**config.mk**
```make
export PLATFORM = sky130hd
export DESIGN_NAME = pfc_front
export DESIGN_NICKNAME = d
export VERILOG_FILES = /design/src/design/pfc_pkg.sv /design/src/design/pfc_front.sv
export SDC_FILE = /design/constraint.sdc
export NUM_CORES = 1
export LEC_CHECK = 0
export ABC_CLOCK_PERIOD_IN_PS = 2900
export BUFFER_PORTS_ARGS = -buffer_cell sky130_fd_sc_hd__buf_2
export CAP_MARGIN = 20
export CORE_MARGIN = 8
export CORE_UTILIZATION = 50
export CTS_CLUSTER_SIZE = 28
export DETAILED_ROUTE_END_ITERATION = 16
export GPL_TIMING_DRIVEN = 0
export HOLD_SLACK_MARGIN = 0.02
export PLACE_DENSITY = 0.88
export SLEW_MARGIN = 20
export SYNTH_ARGS = -nofsm -noshare
export SYNTH_HDL_FRONTEND = slang
export SYNTH_SLANG_ARGS = --single-unit
```
**constraint.sdc**
```tcl
create_clock -name clk -period 2.9 [get_ports clk]
set_clock_uncertainty 0.2 [all_clocks]
set_input_delay 0.58 -clock clk [delete_from_list [all_inputs] [get_ports clk]]
set_output_delay 0.58 -clock clk [all_outputs]
set_load 0.02 [all_outputs]
```
**src/design/pfc_pkg.sv**
```systemverilog
// Shared types, codes and constants for the position frequency counter.
package pfc_pkg;

  // Default sizing of the column store and the counters
  localparam int MAX_POSITIONS_DEF = 1024;
  localparam int COUNT_BITS_DEF    = 32;

  // Fixed field widths
  localparam int NUM_SLOTS   = 5;
  localparam int FIELD_W     = 32;
  localparam int WIDTH_W     = 11;
  localparam int BASE_W      = 8;
  localparam int COL_W       = 10;
  localparam int MODE_W      = 2;
  localparam int IN_TDATA_W  = 24;
  localparam int OUT_TDATA_W = NUM_SLOTS * FIELD_W;

  localparam logic [WIDTH_W-1:0] WIDTH_RESET = 11'd1024;

  // Base encodings
  localparam logic [BASE_W-1:0] BASE_A = 8'd1;
  localparam logic [BASE_W-1:0] BASE_C = 8'd2;
  localparam logic [BASE_W-1:0] BASE_G = 8'd4;
  localparam logic [BASE_W-1:0] BASE_T = 8'd8;

  typedef logic [2:0] slot_t;
  localparam slot_t SLOT_A     = 3'd0;
  localparam slot_t SLOT_C     = 3'd1;
  localparam slot_t SLOT_G     = 3'd2;
  localparam slot_t SLOT_T     = 3'd3;
  localparam slot_t SLOT_OTHER = 3'd4;

  typedef enum logic [MODE_W-1:0] {
    MODE_COUNT = 2'd0,
    MODE_READ  = 2'd1,
    MODE_CLEAR = 2'd2,
    MODE_SPARE = 2'd3
  } mode_t;

  // What the update stage does with an item
  typedef enum logic [1:0] {
    OP_COUNT,
    OP_READ,
    OP_CLEAR,
    OP_ZERO
  } op_t;

  typedef struct packed {
    op_t   op;
    slot_t slot;
    logic  dropped;
  } item_t;

  // Map a base code to its counter slot
  function automatic slot_t base_slot(input logic [BASE_W-1:0] code);
    slot_t s;
    unique case (code)
      BASE_A:  s = SLOT_A;
      BASE_C:  s = SLOT_C;
      BASE_G:  s = SLOT_G;
      BASE_T:  s = SLOT_T;
      default: s = SLOT_OTHER;
    endcase
    return s;
  endfunction

endpackage

```
**src/design/pfc_front.sv**
```systemverilog
// Front end: width register, running position, item decode and reset clear sweep.
module pfc_front #(
  parameter int MAX_POSITIONS = pfc_pkg::MAX_POSITIONS_DEF,
  parameter int ADDR_W        = 10,
  parameter int POS_W         = 11
) (
  input  logic                          clk,
  input  logic                          rst_n,
  input  logic                          cfg_valid,
  input  logic [pfc_pkg::WIDTH_W-1:0]   cfg_data,
  input  logic                          accept,
  input  logic [pfc_pkg::MODE_W-1:0]    mode,
  input  logic [pfc_pkg::BASE_W-1:0]    base_code,
  input  logic                          first_of_sequence,
  input  logic [pfc_pkg::COL_W-1:0]     column_index,
  output pfc_pkg::item_t                item,
  output logic [ADDR_W-1:0]             addr,
  output logic                          clearing,
  output logic [ADDR_W-1:0]             clr_addr
);

  localparam int CMP_W = (POS_W > pfc_pkg::WIDTH_W) ? POS_W : pfc_pkg::WIDTH_W;
  localparam logic [CMP_W-1:0]  MAX_CMP  = CMP_W'(MAX_POSITIONS);
  localparam logic [ADDR_W-1:0] LAST_ADR = ADDR_W'(MAX_POSITIONS - 1);

  logic [pfc_pkg::WIDTH_W-1:0] width_r;
  logic [POS_W-1:0]            pos_r, pos_nxt, pos_cur;
  logic [CMP_W-1:0]            pos_cmp, width_cmp, limit;
  logic [31:0]                 col_wide, pos_wide;
  logic                        col_in_range;
  logic                        clearing_r, clearing_nxt;
  logic [ADDR_W-1:0]           clr_addr_r, clr_addr_nxt;

  // Hold the counted width
  always_ff @(posedge clk) begin
    if (!rst_n) begin
      width_r <= pfc_pkg::WIDTH_RESET;
    end else if (cfg_valid) begin
      width_r <= cfg_data;
    end
  end

  // Resolve the position and the effective width
  always_comb begin
    pos_cur      = first_of_sequence ? '0 : pos_r;
    pos_cmp      = CMP_W'(pos_cur);
    width_cmp    = CMP_W'(width_r);
    limit        = (width_cmp < MAX_CMP) ? width_cmp : MAX_CMP;
    col_wide     = 32'(column_index);
    pos_wide     = 32'(pos_cur);
    col_in_range = col_wide < 32'(MAX_POSITIONS);
  end

  // Decode the word into an operation and a column address
  always_comb begin
    item.op      = pfc_pkg::OP_ZERO;
    item.slot    = pfc_pkg::base_slot(base_code);
    item.dropped = 1'b0;
    addr         = col_wide[ADDR_W-1:0];
    unique case (pfc_pkg::mode_t'(mode))
      pfc_pkg::MODE_COUNT: begin
        addr = pos_wide[ADDR_W-1:0];
        if (pos_cmp >= limit) begin
          item.dropped = 1'b1;
        end else begin
          item.op = pfc_pkg::OP_COUNT;
        end
      end
      pfc_pkg::MODE_READ: begin
        if (col_in_range) item.op = pfc_pkg::OP_READ;
      end
      pfc_pkg::MODE_CLEAR: begin
        if (col_in_range) item.op = pfc_pkg::OP_CLEAR;
      end
      pfc_pkg::MODE_SPARE: begin
        item.op = pfc_pkg::OP_ZERO;
      end
      default: begin
        item.op = pfc_pkg::OP_ZERO;
      end
    endcase
  end

  // Advance the running position on count words, stop at the end of the store
  always_comb begin
    pos_nxt = pos_r;
    if (accept && (pfc_pkg::mode_t'(mode) == pfc_pkg::MODE_COUNT)) begin
      pos_nxt = (pos_cmp < MAX_CMP) ? pos_cur + POS_W'(1) : pos_cur;
    end
  end

  always_ff @(posedge clk) begin
    if (!rst_n) begin
      pos_r <= '0;
    end else begin
      pos_r <= pos_nxt;
    end
  end

  // Sweep zeros through the store after reset
  always_comb begin
    clearing_nxt = clearing_r;
    clr_addr_nxt = clr_addr_r;
    if (clearing_r) begin
      clr_addr_nxt = clr_addr_r + ADDR_W'(1);
      if (clr_addr_r == LAST_ADR) clearing_nxt = 1'b0;
    end
  end

  always_ff @(posedge clk) begin
    if (!rst_n) begin
      clearing_r <= 1'b1;
      clr_addr_r <= '0;
    end else begin
      clearing_r <= clearing_nxt;
      clr_addr_r <= clr_addr_nxt;
    end
  end

  assign clearing = clearing_r;
  assign clr_addr = clr_addr_r;

endmodule

```
# Word level (Yosys, flattened, before mapping)
# Cells that the tools add are included.
# Widths: inputs -> output; s select.
[classes]
addsub = 2
n_lt_le_gt_ge = 3
n_eq_ne = 8
muxes = 11
reduce_logical = 2
[op_table]
columns = ["operator", "n"]
rows = [
  ["$mux 11", 3],
  ["$lt 11x11->1 const B", 2],
  ["$pmux 3 s4", 1],
  ["$add 11x1->11 const B", 1],
  ["$ge 11x11->1", 1],
  ["$add 10x1->10 const B", 1],
  ["$eq 10x10->1 const B", 1],
  ["$mux 10", 1],
  ["$eq 8x1->1 const B", 1],
  ["$eq 8x2->1 const B", 1],
  ["$eq 8x3->1 const B", 1],
  ["$eq 8x4->1 const B", 1],
  ["$pmux 2 s4", 1],
  ["$eq 2x2->1 const B", 2],
  ["$mux 1", 4],
  ["$eq 2x1->1 const B", 1],
  ["$logic_not 2->1", 1],
  ["$mux 2", 1],
  ["$logic_and 1x1->1", 1],
]
[totals]
ff_bits = 33
inputBits = 36
out_inout_bits = 27
word_cells = 30

# Depth between registers and ports, before layout
[logic_depth]
depth_word = 5
depth_mapped = 9
mapped_depth_nobuf = 8

# Worst setup path before layout
# OpenSTA, ideal clock, no wires.
[synth_timing]
kind = "input -> output"
from = "in first_of_sequence"
to = "out item[4] (netlist bit)"
t_arrival_ps = 2200
required_time_ps = 2120
setup_slack_ps = -80
stages = 8
path_buffers = 2
cell_sequence = "buf_6 clkbuf_1 nor2b_1 ha_1 a21o_1 a21oi_1 o31a_1 o221ai_1"
[synth_lines]
columns = ["item", "line", "rtl"]
rows = [
  ["start: declaration", "pfc_front.sv:14", "input logic first_of_sequence,"],
  ["end: declaration", "pfc_front.sv:16", "output pfc_pkg::item_t item,"],
]

==> flow_results.org <==
** Floorplan
- The die is 80.0 µm wide.
- 63 I/O pins were placed.
- The die covers 0.00639 mm².
- Core box area :: 0.00397 mm²
- Initial core utilization :: 51.5%
- Floorplan row count :: 23
- From bottom edge to top edge, the die measures 80.0 µm.

** STA
- Headroom to the max-slew limit :: 64.6%
- For the pin with the worst max-slew slack, the measured transition is 531 ps.
- The worst path uses 101% of the clock period.
- The number of slew-limit violations in the final report is 0.
- Subtracting the final worst setup slack from the clock period gives 2930 ps.
- RSZ-0062 raised after global routing :: yes
- Final WS setup :: -29.0 ps
- Setup violations remaining at the end of the flow were counted as 1.
- Final hold viol count :: 0
- In the final timing run, aggregate negative setup slack is -29.0 ps.
- Achievable frequency :: 0.341 GHz

** Setup path
- Worst endpoint data arrival time :: 2150 ps
- Depth of the critical timing path with buffers and inverters included :: 9
- Worst setup path start :: first_of_sequence
- On the critical path the largest part of the delay comes from compound AO/OA/AOI/OAI gates.
- For the worst setup path, the data required time is 2120 ps.
- The signal on the critical path passes through buf_12, nor2b_4, ha_4, a21o_1, a21o_1, a21oi_2, o31a_1, o221ai_1, buf_4.
- Cell repeated most along the worst path :: sky130_fd_sc_hd__a21o_1
- The worst setup path is launched from a primary input.
- Along the worst path, the maximum fanout reaches 5.
- In this run the critical register-to-register path is launched from pos_r[1].
- Largest stage delay on the critical path :: 230 ps
- The critical path in this run is classified as in -> out.
- For this design, the slowest cell found on the critical path is sky130_fd_sc_hd__o31a_1.
- The number of cells on the worst reg-to-reg path is 6.
- Critical Path Sink Type :: output port
- Counting both buffers and inverters, the worst setup path holds a total of 2.

** Clock tree
- In this run the number of H-tree levels came out at 2.
- No sink is reached through more buffers than the 2 on the longest clock path.
- Hold repair after CTS inserted 0 buffers.
- Buffer cell driving the clock tree root :: sky130_fd_sc_hd__clkbuf_8
- TritonCTS built the clock tree.
- Clock sink total :: 33
- Clock insertion delay at the later pin of the skew report :: 290 ps
- TritonCTS Buffers :: 5
- After clock tree synthesis, the clock-pin slew on the worst setup and hold paths is 60 ps.

** Synth
- For this run, the number of Yosys warnings is 0.
- Counting flops with an async set or reset pin after synthesis yields a share of 0%.
- Synthesized area per cell :: 8.18 µm²
- In the synthesized netlist, the number of instances is 250.
- When the netlist entered floorplanning its net count stood at 297.
- For this run, the register share of the synthesized area comes to 32.3%.
- Synthesis inferred 33 register bits.
- The netlist uses 45 different library cells.
- Predominant post-synthesis flop cell :: sky130_fd_sc_hd__dfxtp_1
- The synthesized netlist occupies a cell area of 0.00205 mm².
- EDFF count, synth :: 0

** Hold path
- Type of the worst min-delay path :: reg -> reg
- The startpoint identified for the worst hold timing path is clr_addr[8].
- Worst Hold Path Cells :: 2

** Global routing
- For this run, the total global-route usage over all layers was measured as 18.1%.
- Number of global-route vias before repair :: 2,066
- Global-route wire length before repair :: 9.22 mm
- Entering global routing, the biggest net connects 11 pins.
- The initial antenna violation count was 0.
- Global route overflow :: 0

** Route
- The first TritonRoute pass finished after 6 iterations.
- Vias after detailed routing :: 2,095
- Detailed-route wire length :: 6.12 mm
- Post-route ant nets :: 0
- Remaining routing DRC violations :: 0
- Violation count after the first detailed-routing iteration :: 140
- Routed length per instance :: 16.3 µm
- Dividing the detail-routed via count by the number of cells gives 5.57.

** Final layout
- Fillers :: 293
- Finished Cell Area :: 0.00279 mm²
- From synthesis to final layout, the design area changed by 36.1%.
- Most frequent cells in the layout :: 60 x sky130_fd_sc_hd__buf_2, 31 x sky130_fd_sc_hd__nor2_1, 30 x sky130_fd_sc_hd__dfxtp_1
- Fraction of layout instances using a drive strength above 1 :: 38.3%
- The number of antenna diodes in the final layout is 0.
- Utilization after layout :: 70.1%
- Net count reported at finish :: 373
- Most common cell after layout, fill and taps aside :: sky130_fd_sc_hd__buf_2

** Place
- Pre-CTS WS :: -249 ps
- HPWL Detailed :: 4.19 mm
- Routability-driven placement finished with a final weighted congestion of 0.838.
- Post-DP Area :: 0.00241 mm²
- In this run the tool buffered the top-level ports with 61 buffer cells.

** Power
- Dividing total power by cell area gives a power density of 363 mW/mm².
- The design draws 1010 µW.
- Worst IR drop on VDD :: 0.347 mV
- Total leakage power :: 0.00122 µW

** Flow run
- The tool flagged a number of max-cap violations equal to 0.

** Status
- The flow ran to the end, but the final reports show violations.
- The checks that failed: setup timing.
## report_power, final
group	total, µW	internal (µW)	switching, µW
registers	479	466	12.8
clock network	348	188	160
logic	185	84.8	99.9
## per-stage QoR
step / std cells / hold slack [ps]
2_1_floorplan: 250 / 252
3_3_place_gp: 361 / 270
3_5_place_dp: 361 / 283
4_1_cts: 376 / 292
5_1_grt: 376 / 320
6_report: 376 / 307
## worst min-delay path, delay by kind of cell, from the launching register on
family	cells	cell delay, ps
AO/OA/AOI/OAI	2	130
flip-flops	1	330
## registers in the layout (all words and copies together) (netlist names)
signal / cells
pos_r: 11
clearing: 1
width_cmp: 11
clr_addr: 10
## kinds of logic (layout without fill, tap and decap cells)
kind of cell | Yosys count | after routing | share of synthesized area, %
AND/OR/NAND/NOR | 111 | 111 | 29.4
flip-flops | 33 | 33 | 32.3
adder cells (fa/ha/maj) | 12 | 12 | 7.28
XOR/XNOR | 14 | 14 | 5.99
AO/OA/AOI/OAI | 42 | 42 | 12.0
buffers and inverters | 21 | 97 | 4.40
multiplexers | 17 | 17 | 8.68
## final cells by class
cell class / count / area (µm²) / area share, %
Timing Repair Buffer: 69 / 397 / 14.2
Multi-Input combinational cell: 196 / 1440 / 51.7
Inverter: 13 / 58.8 / 2.11
Tap cell: 50 / 62.6 / 2.25
Sequential cell: 33 / 669 / 24.0
Clock buffer: 7 / 86.3 / 3.10
Buffer: 8 / 71.3 / 2.56
## per-layer routing
layer,routed length [µm],vias to the layer above,GRT usage (%)
met5,0,-,0
met2,2990,93,31.5
li1,-,1013,-
met3,502,17,5.86
met4,156,0,6.36
met1,2470,972,20.0
## cell usage after synthesis (2+ instances only)
cell,instances,area [µm²]
sky130_fd_sc_hd__nor2b_1,9,56.3
sky130_fd_sc_hd__nor2_1,32,120
sky130_fd_sc_hd__nand3_1,3,15.0
sky130_fd_sc_hd__mux2_2,6,67.6
sky130_fd_sc_hd__nand2b_1,4,25.0
sky130_fd_sc_hd__a21oi_1,13,65.1
sky130_fd_sc_hd__mux2i_1,11,110
sky130_fd_sc_hd__or4_1,3,22.5
sky130_fd_sc_hd__xor2_1,8,70.1
sky130_fd_sc_hd__o211ai_1,2,15.0
sky130_fd_sc_hd__dfxtp_1,33,661
sky130_fd_sc_hd__xnor2_1,6,52.6
sky130_fd_sc_hd__and3_1,2,12.5
sky130_fd_sc_hd__o21ai_0,17,85.1
sky130_fd_sc_hd__nor2b_2,2,17.5
sky130_fd_sc_hd__or3_1,3,18.8
sky130_fd_sc_hd__nand2_1,32,120
sky130_fd_sc_hd__clkbuf_1,4,15.0
sky130_fd_sc_hd__a21o_1,3,22.5
sky130_fd_sc_hd__nor4_1,2,12.5
sky130_fd_sc_hd__ha_1,11,138
sky130_fd_sc_hd__buf_2,2,10.0
sky130_fd_sc_hd__o221ai_1,2,17.5
sky130_fd_sc_hd__inv_1,12,45.0
sky130_fd_sc_hd__and4_1,2,17.5
sky130_fd_sc_hd__nand4_1,7,43.8
## timing repair
action | CTS | global route
cloned | 1 | 0
buffers inserted | 7 | 0
endpoints found under the setup margin | 3 | 3
gates resized for setup | 32 | 21
pin swaps | 8 | 9
## final timing paths
check                end  slack [ps]
min reg2reg  clr_addr[8]         310
max              item[5]         -30
min          clr_addr[8]         310
max reg2reg     pos_r[4]         900
Power figures use the tool's default switching activity.
