**config.mk**
```make
export PLATFORM = sky130hd
export DESIGN_NAME = pfc_update
export DESIGN_NICKNAME = d
export VERILOG_FILES = /design/src/design/pfc_pkg.sv /design/src/design/pfc_update.sv
export SDC_FILE = /design/constraint.sdc
export NUM_CORES = 1
export LEC_CHECK = 0
export BUFFER_PORTS_ARGS = -buffer_cell sky130_fd_sc_hd__clkbuf_2
export CAP_MARGIN = 15
export CORE_AREA = 2 2 206 208
export CTS_CLUSTER_DIAMETER = 200
export CTS_CLUSTER_SIZE = 10
export DETAILED_ROUTE_END_ITERATION = 6
export DIE_AREA = 0 0 208 210
export PLACE_DENSITY = 0.85
export RECOVER_POWER = 100
export SLEW_MARGIN = 10
export SYNTH_ARGS = -nofsm -noshare
export SYNTH_HDL_FRONTEND = slang
export SYNTH_SLANG_ARGS = --single-unit
```
**constraint.sdc**
```tcl
create_clock -name clk -period 10.9 [get_ports clk]
set_input_delay 1.635 -clock clk [delete_from_list [all_inputs] [get_ports clk]]
set_output_delay 1.635 -clock clk [all_outputs]
set_load 0.02 [all_outputs]
```
**src/design/pfc_pkg.sv**
```systemverilog
// Shared types, codes and constants for the position frequency counter.
package pfc_pkg;

  // Default sizing of the column store and the counters
  localparam int MAX_POSITIONS_DEF = 1024;
  localparam int COUNT_BITS_DEF    = 32;

  // Fixed field widths
  localparam int NUM_SLOTS   = 5;
  localparam int FIELD_W     = 32;
  localparam int WIDTH_W     = 11;
  localparam int BASE_W      = 8;
  localparam int COL_W       = 10;
  localparam int MODE_W      = 2;
  localparam int IN_TDATA_W  = 24;
  localparam int OUT_TDATA_W = NUM_SLOTS * FIELD_W;

  localparam logic [WIDTH_W-1:0] WIDTH_RESET = 11'd1024;

  // Base encodings
  localparam logic [BASE_W-1:0] BASE_A = 8'd1;
  localparam logic [BASE_W-1:0] BASE_C = 8'd2;
  localparam logic [BASE_W-1:0] BASE_G = 8'd4;
  localparam logic [BASE_W-1:0] BASE_T = 8'd8;

  typedef logic [2:0] slot_t;
  localparam slot_t SLOT_A     = 3'd0;
  localparam slot_t SLOT_C     = 3'd1;
  localparam slot_t SLOT_G     = 3'd2;
  localparam slot_t SLOT_T     = 3'd3;
  localparam slot_t SLOT_OTHER = 3'd4;

  typedef enum logic [MODE_W-1:0] {
    MODE_COUNT = 2'd0,
    MODE_READ  = 2'd1,
    MODE_CLEAR = 2'd2,
    MODE_SPARE = 2'd3
  } mode_t;

  // What the update stage does with an item
  typedef enum logic [1:0] {
    OP_COUNT,
    OP_READ,
    OP_CLEAR,
    OP_ZERO
  } op_t;

  typedef struct packed {
    op_t   op;
    slot_t slot;
    logic  dropped;
  } item_t;

  // Map a base code to its counter slot
  function automatic slot_t base_slot(input logic [BASE_W-1:0] code);
    slot_t s;
    unique case (code)
      BASE_A:  s = SLOT_A;
      BASE_C:  s = SLOT_C;
      BASE_G:  s = SLOT_G;
      BASE_T:  s = SLOT_T;
      default: s = SLOT_OTHER;
    endcase
    return s;
  endfunction

endpackage

```
**src/design/pfc_update.sv**
```systemverilog
// Update stage: read-modify-write of one column with forwarding, and the result register.
module pfc_update #(
  parameter int COUNT_BITS = pfc_pkg::COUNT_BITS_DEF,
  parameter int ADDR_W     = 10
) (
  input  logic                                     clk,
  input  logic                                     rst_n,
  input  logic                                     accept,
  input  pfc_pkg::item_t                           new_item,
  input  logic [ADDR_W-1:0]                        new_addr,
  input  logic [pfc_pkg::NUM_SLOTS*COUNT_BITS-1:0] mem_rdata,
  input  logic                                     out_ready,
  output logic                                     stall,
  output logic [ADDR_W-1:0]                        mem_raddr,
  output logic                                     mem_we,
  output logic [ADDR_W-1:0]                        mem_waddr,
  output logic [pfc_pkg::NUM_SLOTS*COUNT_BITS-1:0] mem_wdata,
  output logic                                     out_valid,
  output logic [pfc_pkg::NUM_SLOTS*COUNT_BITS-1:0] out_counts,
  output logic                                     out_dropped
);

  localparam int DATA_W = pfc_pkg::NUM_SLOTS * COUNT_BITS;

  logic                 s2_valid_r, s2_valid_nxt;
  pfc_pkg::item_t       s2_item_r;
  logic [ADDR_W-1:0]    s2_addr_r;
  logic                 fwd_r, fwd_nxt;
  logic [DATA_W-1:0]    fwd_data_r;
  logic                 out_valid_r, out_valid_nxt;
  logic [DATA_W-1:0]    out_counts_r;
  logic                 out_dropped_r;
  logic                 done;
  logic [DATA_W-1:0]    col, upd, res;

  // Finish the held word once the result register is free
  assign stall = s2_valid_r && out_valid_r && !out_ready;
  assign done  = s2_valid_r && !(out_valid_r && !out_ready);

  // Reread the held column while waiting
  assign mem_raddr = accept ? new_addr : s2_addr_r;

  // Take the column, bump the selected counter with saturation
  always_comb begin
    col = fwd_r ? fwd_data_r : mem_rdata;
    upd = col;
    for (int k = 0; k < pfc_pkg::NUM_SLOTS; k++) begin
      if ((int'(s2_item_r.slot) == k) && (col[k*COUNT_BITS +: COUNT_BITS] != '1)) begin
        upd[k*COUNT_BITS +: COUNT_BITS] = col[k*COUNT_BITS +: COUNT_BITS] + COUNT_BITS'(1);
      end
    end
  end

  // Select write-back and result
  always_comb begin
    mem_we    = 1'b0;
    mem_wdata = upd;
    res       = '0;
    unique case (s2_item_r.op)
      pfc_pkg::OP_COUNT: begin
        mem_we = done;
        res    = upd;
      end
      pfc_pkg::OP_READ: begin
        res = col;
      end
      pfc_pkg::OP_CLEAR: begin
        mem_we    = done;
        mem_wdata = '0;
        res       = col;
      end
      pfc_pkg::OP_ZERO: begin
        res = '0;
      end
      default: begin
        res = '0;
      end
    endcase
  end

  assign mem_waddr = s2_addr_r;

  // Forward a write that lands on the column just being read
  assign fwd_nxt = accept && mem_we && (new_addr == s2_addr_r);

  always_comb begin
    s2_valid_nxt = s2_valid_r;
    if (accept) begin
      s2_valid_nxt = 1'b1;
    end else if (done) begin
      s2_valid_nxt = 1'b0;
    end
  end

  always_comb begin
    out_valid_nxt = out_valid_r;
    if (done) begin
      out_valid_nxt = 1'b1;
    end else if (out_ready) begin
      out_valid_nxt = 1'b0;
    end
  end

  always_ff @(posedge clk) begin
    if (!rst_n) begin
      s2_valid_r  <= 1'b0;
      fwd_r       <= 1'b0;
      out_valid_r <= 1'b0;
    end else begin
      s2_valid_r  <= s2_valid_nxt;
      fwd_r       <= fwd_nxt;
      out_valid_r <= out_valid_nxt;
    end
  end

  // Payload registers
  always_ff @(posedge clk) begin
    fwd_data_r <= mem_wdata;
    if (accept) begin
      s2_item_r <= new_item;
      s2_addr_r <= new_addr;
    end
    if (done) begin
      out_counts_r  <= res;
      out_dropped_r <= s2_item_r.dropped;
    end
  end

  assign out_valid   = out_valid_r;
  assign out_counts  = out_counts_r;
  assign out_dropped = out_dropped_r;

endmodule

```
Word-level counts from Yosys, hierarchy flattened
Cells that the tools add are included.
{"block": "word_totals", "rom_bits": 0, "n_memories": 0, "ram_bits": 0, "word_cells": 61, "input_bits": 180, "out_inout_bits": 344, "ff_bits": 340, "latchBits": 0}
{"block": "op_classes", "div_mod_pow": 0, "mul": 0, "reduce_logical": 19, "n_lt_le_gt_ge": 0, "bitwise": 0, "add_sub_neg": 5, "n_eq_ne": 13, "mux": 14, "n_shift": 0}
{"operator": "case mux 160 bit (3 select lines)", "count": 1}
{"operator": "2-to-1 mux 160 bit", "count": 2}
{"operator": "adder 32 x 1 -> 32 bit (second input constant)", "count": 5}
{"operator": "2-to-1 mux 32 bit", "count": 5}
{"operator": "inequality test 32 bit (second input constant)", "count": 5}
{"operator": "logical AND 1 bit", "count": 11}
{"operator": "== test 10 bit", "count": 1}
{"operator": "2-to-1 mux 10 bit", "count": 1}
{"operator": "== test 3 bit (second input constant)", "count": 3}
{"operator": "2-to-1 mux 1 bit", "count": 5}
{"operator": "== test 2 bit (second input constant)", "count": 2}
{"operator": "nonzero test 2 bit", "count": 2}
{"operator": "OR reduction 2 bit", "count": 2}
{"operator": "== test 3 x 2 -> 1 bit (second input constant)", "count": 1}
{"operator": "zero test 3 bit", "count": 1}
{"operator": "== test 2 x 1 -> 1 bit (second input constant)", "count": 1}
{"operator": "zero test 1 bit", "count": 2}
{"operator": "zero test 2 bit", "count": 1}

Depth between registers and ports, before layout
Gate-level depths: netlist of the first run.
{"block": "depth", "word_depth": 7, "ltp_mapped": 18}

Worst setup path after synthesis of the first run
Ideal clock, no wire load.
{"block": "synth_timing", "kind": "input -> output", "startpoint": "in out_ready", "endpoint": "out mem_we", "required_ns": 9.265, "path_slack_ns": 3.297, "arrival_time_ns": 5.968, "path_stages": 3, "path_cell_list": "nand2b_1 -> and2_1 -> o21a_1"}
{"block": "synth_between", "elab_chain_len": 5}
{"item": "from (decl)", "line_no": "pfc_update.sv:12", "text": "input logic out_ready,"}
{"item": "zero test 1 bit", "line_no": "pfc_update.sv:38", "text": "assign done = s2_valid_r && !(out_valid_r && !out_ready);"}
{"item": "logical AND 1 bit", "line_no": "pfc_update.sv:38"}
{"item": "zero test 1 bit", "line_no": "pfc_update.sv:38"}
{"item": "logical AND 1 bit", "line_no": "pfc_update.sv:38"}
{"item": "named net done", "line_no": "pfc_update.sv:33", "text": "logic done;"}
{"item": "2-to-1 mux 1 bit", "line_no": "pfc_update.sv:59", "text": "unique case (s2_item_r.op)"}
{"item": "to (decl)", "line_no": "pfc_update.sv:15", "text": "output logic mem_we,"}
The timed path passes the listed nets, and every way through them passes these cells.

Worst setup path after layout of the first run
{"block": "layout_timing", "startpoint": "reg fwd_r", "endpoint": "out mem_wdata[41] (netlist name)"}
{"block": "layout_between", "elab_chain_len": 5, "word_cells_on_any_way": 6, "classes_between": "add/sub: 1; eq/ne: 1; mux: 3; reduce/logical: 1"}
{"item": "from (decl)", "line_no": "pfc_update.sv:28", "text": "logic fwd_r, fwd_nxt;"}
{"item": "from (signal assigned)", "line_no": "pfc_update.sv:111", "text": "fwd_r <= fwd_nxt;"}
{"item": "2-to-1 mux 160 bit (*)", "line_no": "pfc_update.sv:45", "text": "col = fwd_r ? fwd_data_r : mem_rdata;"}
{"item": "parallel branches: the longest is 2 deep, another holds adder 32 x 1 -> 32 bit"}
{"item": "2-to-1 mux 32 bit (*)", "line_no": "pfc_update.sv:48", "text": "if ((int'(s2_item_r.slot) == k) && (col[k*COUNT_BITS +: COUNT_BITS] != '1)) begin"}
{"item": "2-to-1 mux 160 bit (*)", "line_no": "pfc_update.sv:59"}
{"item": "to (decl)", "line_no": "pfc_update.sv:17", "text": "output logic [pfc_pkg::NUM_SLOTS*COUNT_BITS-1:0] mem_wdata,"}
Every way passes the cells marked *.

==> results of run 1 <==
area by class of cell:
cell class / count / area [sq um] / share of cell area, %
multi-input combinational: 1539 / 10750 / 45.99
sequential: 340 / 8478 / 36.26
timing repair buffer: 541 / 2306 / 9.863
clock buffer: 68 / 1085 / 4.640
tap: 539 / 674.4 / 2.885
inverter: 19 / 72.57 / 0.3104
clock inverter: 1 / 8.758 / 0.03746
antenna: 1 / 2.502 / 0.01070
kinds of logic after synthesis:
kind of cell	after synthesis	share of synthesized area, %
buffers and inverters	148	3.387
XOR/XNOR	112	4.926
adder cells (fa/ha/maj)	7	0.4398
flip-flops	340	42.58
multiplexers	194	10.09
AND/OR/NAND/NOR	775	21.48
AO/OA/AOI/OAI	451	17.09
registers in the layout (all words and copies together) (netlist names):
| signal | count |
|---|---|
| out_dropped | 1 |
| out_valid | 1 |
| s2_item_r | 6 |
| s2_valid_r | 1 |
| out_counts | 160 |
| fwd_r | 1 |
| mem_waddr | 10 |
| fwd_data_r | 160 |
cells in the mapped netlist, drive strengths merged (38+ instances only):
| cell type | count | share of area (%) |
|---|---|---|
| a21oi | 62 | 1.6 |
| buf | 47 | 1.5 |
| clkbuf | 82 | 1.5 |
| dfxtp | 173 | 17 |
| edfxtp | 167 | 25 |
| mux2 | 54 | 3.1 |
| mux2i | 140 | 7.0 |
| nand2 | 118 | 2.2 |
| nand3 | 134 | 3.4 |
| nand3b | 72 | 2.7 |
| nand4 | 58 | 1.9 |
| nor2 | 123 | 2.3 |
| nor2b | 54 | 1.7 |
| nor3 | 64 | 1.6 |
| o211ai | 41 | 1.5 |
| o21ai | 39 | 1.0 |
| o2bb2ai | 38 | 1.7 |
| xnor2 | 68 | 3.0 |
| xor2 | 44 | 1.9 |
stage by stage:
step	hold slack (ps)	cells	area [sq um]
6_report	456.0	3048	23380
5_1_grt	455.0	3048	23380
4_1_cts	446.7	3046	23870
3_5_place_dp	421.0	2977	22780
3_3_place_gp	412.2	2977	22780
2_1_floorplan	400.3	2027	19910
report_power, final:
| group | total (mW) | internal, mW | leakage, nW | switching [mW] |
|---|---|---|---|---|
| logic | 0.648 | 0.188 | 4.15 | 0.460 |
| registers | 1.52 | 1.46 | 3.05 | 0.0590 |
| clock network | 1.21 | 0.670 | 0.519 | 0.540 |
placed cells by master, fill, tap and decap left out, drive strengths merged, types with 16 or more instances in the layout:
cell type / Yosys / layout
clkbuf: 82 / 595
dfxtp: 173 / 173
edfxtp: 167 / 167
mux2i: 140 / 140
nand3: 134 / 134
nor2: 123 / 123
nand2: 118 / 118
nand3b: 72 / 72
xnor2: 68 / 68
nor3: 64 / 64
a21oi: 62 / 62
nand4: 58 / 58
nor2b: 54 / 54
mux2: 54 / 54
xor2: 44 / 44
o211ai: 41 / 41
o21ai: 39 / 39
o2bb2ai: 38 / 38
o22ai: 36 / 36
or3: 24 / 24
a22oi: 19 / 19
and3b: 19 / 19
inv: 19 / 19
and3: 17 / 17
and2: 17 / 17
nand4b: 16 / 16
a211oi: 16 / 16
worst max-delay path: cells and delay by family, from the launching register on:
family / cells / cell delay, ps
compound gates: 2 / 1870
xor+xnor: 1 / 250
buf+inv: 2 / 1200
flops: 1 / 1740
simple gates: 3 / 1270
routing by layer:
| layer | share of wire [%] | vias to the layer above | wire length [um] |
|---|---|---|---|
| li1 | - | 8802 | - |
| met1 | 38 | 9395 | 27390 |
| met2 | 48 | 1101 | 34530 |
| met3 | 8.9 | 233 | 6460 |
| met4 | 5.4 | 2 | 3926 |
| met5 | 0.019 | - | 14 |
worst max-delay path by stage:
stage	from	end	slack (ps)	depth (start not counted)
detailed placement	mem_rdata[33]	mem_wdata[41]	4260	10
global placement	mem_rdata[33]	mem_wdata[56]	4380	10
finish	fwd_r	mem_wdata[41]	2310	8
CTS	fwd_r	mem_wdata[4]	3930	9
floorplan	out_ready	mem_we	3300	3
global route	fwd_r	mem_wdata[51]	1820	8
==> impl_metrics.yaml, run 1 <==
status:
  outcome: "finished, violations left"
  violations: "DRC, capacitance limit, slew limit"
global_route:
  use_met3_pct: 7.107
  grt.total_usage_pct: 31.41
  grt_pass1_wl_um: 108500
  grt_use_met1_pct: 37.57
  grt_max_degree: 84
  antenna_found_initial: 4
  grt_pass1_vias: 19030
  overflow: 0
  top_usage_layer: "met2"
  grt_util_met2_pct: 53.00
floorplan:
  dieArea_sq_um: 43680
  initial_utilization_pct: 48.01
  die_w_um: 208
  fp-row-count: 75
  die_h_um: 210
  core_sq_um: 41480
  io_pins: 524
clocking:
  clock-sinks: 340
  clock-root-buffer: "clkbuf_16"
  cts.clk_slew.worst_paths_ps: 60
  post-cts-setup-buffer-count: 0
  cts_resized: 0
  htreeDepth: 2
  clk_path_buf_depth: 3
  cts_hold_buf: 0
  cts_made_buffers: 39
  cts_tree: "yes"
  insertion_delay_ps: 560
setup_path:
  r2r-start: "out_valid"
  worst_setup_path_end_kind: "primary output"
  crit_chain: "buf_4 > nand3_1 > a21boi_0 > nand4_1 > o21ai_0 > xor2_1 > nor2b_1 > clkbuf_1"
  start_kind: "flop"
  reg2reg_depth: 4
  critPathMaxStageDelay_ps: 1740
  crit_type: "reg -> out"
  crit_fanout: 82
  arrival_ps: 6960
  critical_path_required_ps: 9270
  crit_path_top_delay_cell: "dfxtp_1"
  r2r-end: "out_counts[109]"
  reg2reg_slack_ps: 4170
power_and_ir_drop:
  peakVddDrop_mv: 0.1086
  powerDensity_nw_per_um2: 144.5
  finalPower_mw: 3.378
  p_leak_nw: 7.723
min_path:
  min_to: "out_dropped"
  hold_class: "reg -> reg"
  hp-start: "s2_item_r[0]"
  holdPathStages: 0
sta:
  setup_viol: 0
  postLayoutSetupSlackWorst_ps: 2308
  timing.fmax_mhz: 116.4
  rsz0062_at_grt: "no"
  fin_crit_sh_pct: 78.83
  slew_violations: 290
  hold_viol: 0
  worst_pin_slew_ps: 3983
  min_period_ps: 8592
  slew_headroom_pct: -165.5
  clock_skew_ps: 27.19
  tns_ps: 0
route:
  routed_wl_um: 72330
  vias: 19530
  drcViolationCount: 14
  drt-pass1-iter-count: 7
  wl_per_cell_um: 23.73
  drt_iter0_drc: 1787
  antenna_left: 0
  vias_per_cell: 6.408
job:
  cap_viol_max_count: 5
synth:
  synth_edf_count: 167
  ys_seq_elements: 340
  async_flop_share_pct: 0
  syn_nets: 2214
  synth.distinct_cells: 80
  synthFlopType: "dfxtp_1"
  synth_area_sq_um: 19910
  syn_avg_cell_area_sq_um: 9.823
  yosysWarnings: 0
  postSynthCellCount: 2027
  ys_seq_area_share_pct: 42.58
placement:
  pre_cts_ws_ps: 4255
  place.gp.congestion: 0.9660
  port_buffers: 523
  dp_hpwl_um: 52050
cells_and_area:
  area_growth_pct: 17.42
  n_fill_cell: 3843
  drive_gt1_share_pct: 12.64
  fin_nets: 2667
  fin_util_pct: 56.37
Note: power is estimated with default switching activity, not from simulation.
==> run 2, diff against run 1 <==
- ABC_AREA: default -> 1
- CORE_AREA: 2 2 206 208 -> 2 2 204 206
- DIE_AREA: 0 0 208 210 -> 0 0 206 208
- PLACE_DENSITY: 0.85 -> 0.88
- clock period: 10.9 -> 8.7 ns (I/O delays scaled with it)
==> impl_metrics.yaml, run 2 <==
status:
  outcome: "finished, violations left"
  violations: "capacitance limit, slew limit"
global_route:
  overflow: 0
  grt_max_degree: 102
  top_usage_layer: "met2"
  grt_pass1_vias: 20390
  grt_util_met2_pct: 52.21
  use_met3_pct: 6.015
  grt.total_usage_pct: 32.38
  grt_use_met1_pct: 42.03
  grt_pass1_wl_um: 109700
  antenna_found_initial: 4
floorplan:
  dieArea_sq_um: 42850
  initial_utilization_pct: 51.31
  io_pins: 524
  fp-row-count: 74
  die_w_um: 206
  core_sq_um: 40550
  die_h_um: 208
job:
  cap_viol_max_count: 3
cells_and_area:
  final_common_cell: "nand2_1"
  final_cell_mix: "nand2_1, clkbuf_1, nor2_1, clkbuf_2, dfxtp_1"
  area_growth_pct: 15.28
  drive_gt1_share_pct: 9.018
  fin_util_pct: 59.15
  n_fill_cell: 3940
  fin_nets: 3787
route:
  drt-pass1-iter-count: 6
  antenna_left: 0
  vias_per_cell: 5.382
  wl_per_cell_um: 17.28
  vias: 22380
  drcViolationCount: 0
  drt_iter0_drc: 1963
  routed_wl_um: 71860
power_and_ir_drop:
  peakVddDrop_mv: 0.1480
  finalPower_mw: 4.285
  p_leak_nw: 11.26
  powerDensity_nw_per_um2: 178.6
setup_path:
  arrival_ps: 6120
  worst_setup_path_end_kind: "primary output"
  r2r-end: "out_counts[3]"
  crit_fanout: 64
  reg2reg_slack_ps: 2260
  crit_type: "reg -> out"
  start_kind: "flop"
  reg2reg_depth: 4
  critical_path_required_ps: 7390
  r2r-start: "out_valid"
synth:
  synth_area_sq_um: 20810
  postSynthCellCount: 3139
  synth_edf_count: 167
  synthFlopType: "dfxtp_1"
  yosysWarnings: 0
  syn_avg_cell_area_sq_um: 6.629
  syn_nets: 3326
  synth.distinct_cells: 40
  async_flop_share_pct: 0
  ys_seq_area_share_pct: 40.75
  synthTopCellsByArea: "nand2_1, edfxtp_1, dfxtp_1"
  ys_seq_elements: 340
  synth_most_common_cell: "nand2_1"
  synth_area_leader_cell: "nand2_1"
  synth_common_cells: "nand2_1, nor2_1, dfxtp_1"
  synth_top_area_share_pct: 30.27
sta:
  min_period_ps: 7421
  postLayoutSetupSlackWorst_ps: 1279
  hold_viol: 0
  tns_ps: 0
  timing.fmax_mhz: 134.8
  rsz0062_at_grt: "no"
  setup_viol: 0
  slew_headroom_pct: -228.4
  worst_pin_slew_ps: 4927
  fin_crit_sh_pct: 85.30
  slew_violations: 218
  clock_skew_ps: 16.56
min_path:
  min_to: "out_dropped"
  hold_class: "reg -> reg"
  holdPathStages: 0
  hp-start: "s2_item_r[0]"
clocking:
  cts_hold_buf: 0
  clock-sinks: 340
  htreeDepth: 2
  insertion_delay_ps: 560
  post-cts-setup-buffer-count: 0
  cts_tree: "yes"
  cts_made_buffers: 39
  clk_path_buf_depth: 3
  cts.clk_slew.worst_paths_ps: 60
  clock-root-buffer: "clkbuf_16"
  cts_resized: 0
placement:
  pre_cts_ws_ps: 2880
  dp_hpwl_um: 52360
  place.gp.congestion: 0.9706
  port_buffers: 523
-- run 2: cell count changes in the layout (fill, tap and decap cells not counted), sizes merged, moves of 41 or more --
cell | before | now
xnor2 | 68 | 14
nor3 | 64 | 17
inv | 19 | 173
mux2 | 54 | 4
a21oi | 62 | 136
nor2 | 123 | 308
mux2i | 140 | 0
nor2b | 54 | 0
nand2 | 118 | 1729
o211ai | 41 | 0
-- run 2: metal layers --
layer | share of wire [%] | wire length, um
met2 | 46 | 32740
met3 | 8.7 | 6235
met4 | 4.7 | 3386
met1 | 41 | 29450
met5 | 0.061 | 44
-- run 2: how the worst max path moves through the flow --
stage,cells past startpoint,end,start
floorplan,4,out_counts[0],out_ready
global placement,12,mem_wdata[159],fwd_r
detailed placement,12,mem_wdata[159],fwd_r
CTS,12,mem_wdata[159],fwd_r
global route,5,mem_wdata[76],s2_item_r[4]
finish,5,mem_wdata[76],s2_item_r[4]
-- run 2: cell families after synthesis --
kind of cell	share of synthesized area, %
buf+inv	6.783
mux	0.2165
fa+ha+maj	0.4209
xor+xnor	1.389
compound gates	4.438
simple gates	46.01
flops	40.75
-- run 2: final cells by class --
class / instances / area, sq um / area share (%)
clock buffer: 67 / 1124 / 4.684
inverter: 174 / 661.9 / 2.759
tap: 532 / 665.6 / 2.775
antenna: 1 / 2.502 / 0.01043
multi-input combinational: 2511 / 10790 / 44.97
sequential: 340 / 8482 / 35.36
timing repair buffer: 534 / 2263 / 9.436
-- run 2: power by group --
group	switching [mW]	internal, mW
clock	0.652	0.870
sequential	0.0432	1.84
combinational	0.656	0.221
total	1.35	2.93
-- run 2: stage by stage --
stage               instances  hold WS [ps]  instance area [sq um]
floorplan                3139         400.3                  20810
global route             4159         438.3                  23990
CTS                      4158         422.5                  24580
global placement         4091         405.0                  23460
finish                   4159         421.4                  23990
detailed placement       4091         410.6                  23460
-- run 2: worst max-delay path, cell delays in order (launching register included) --
cell and delay [ps]:
edfxtp_1 360, inv_1 130, ha_1 1630, clkbuf_1 2390, a21oi_1 580, clkbuf_1 400
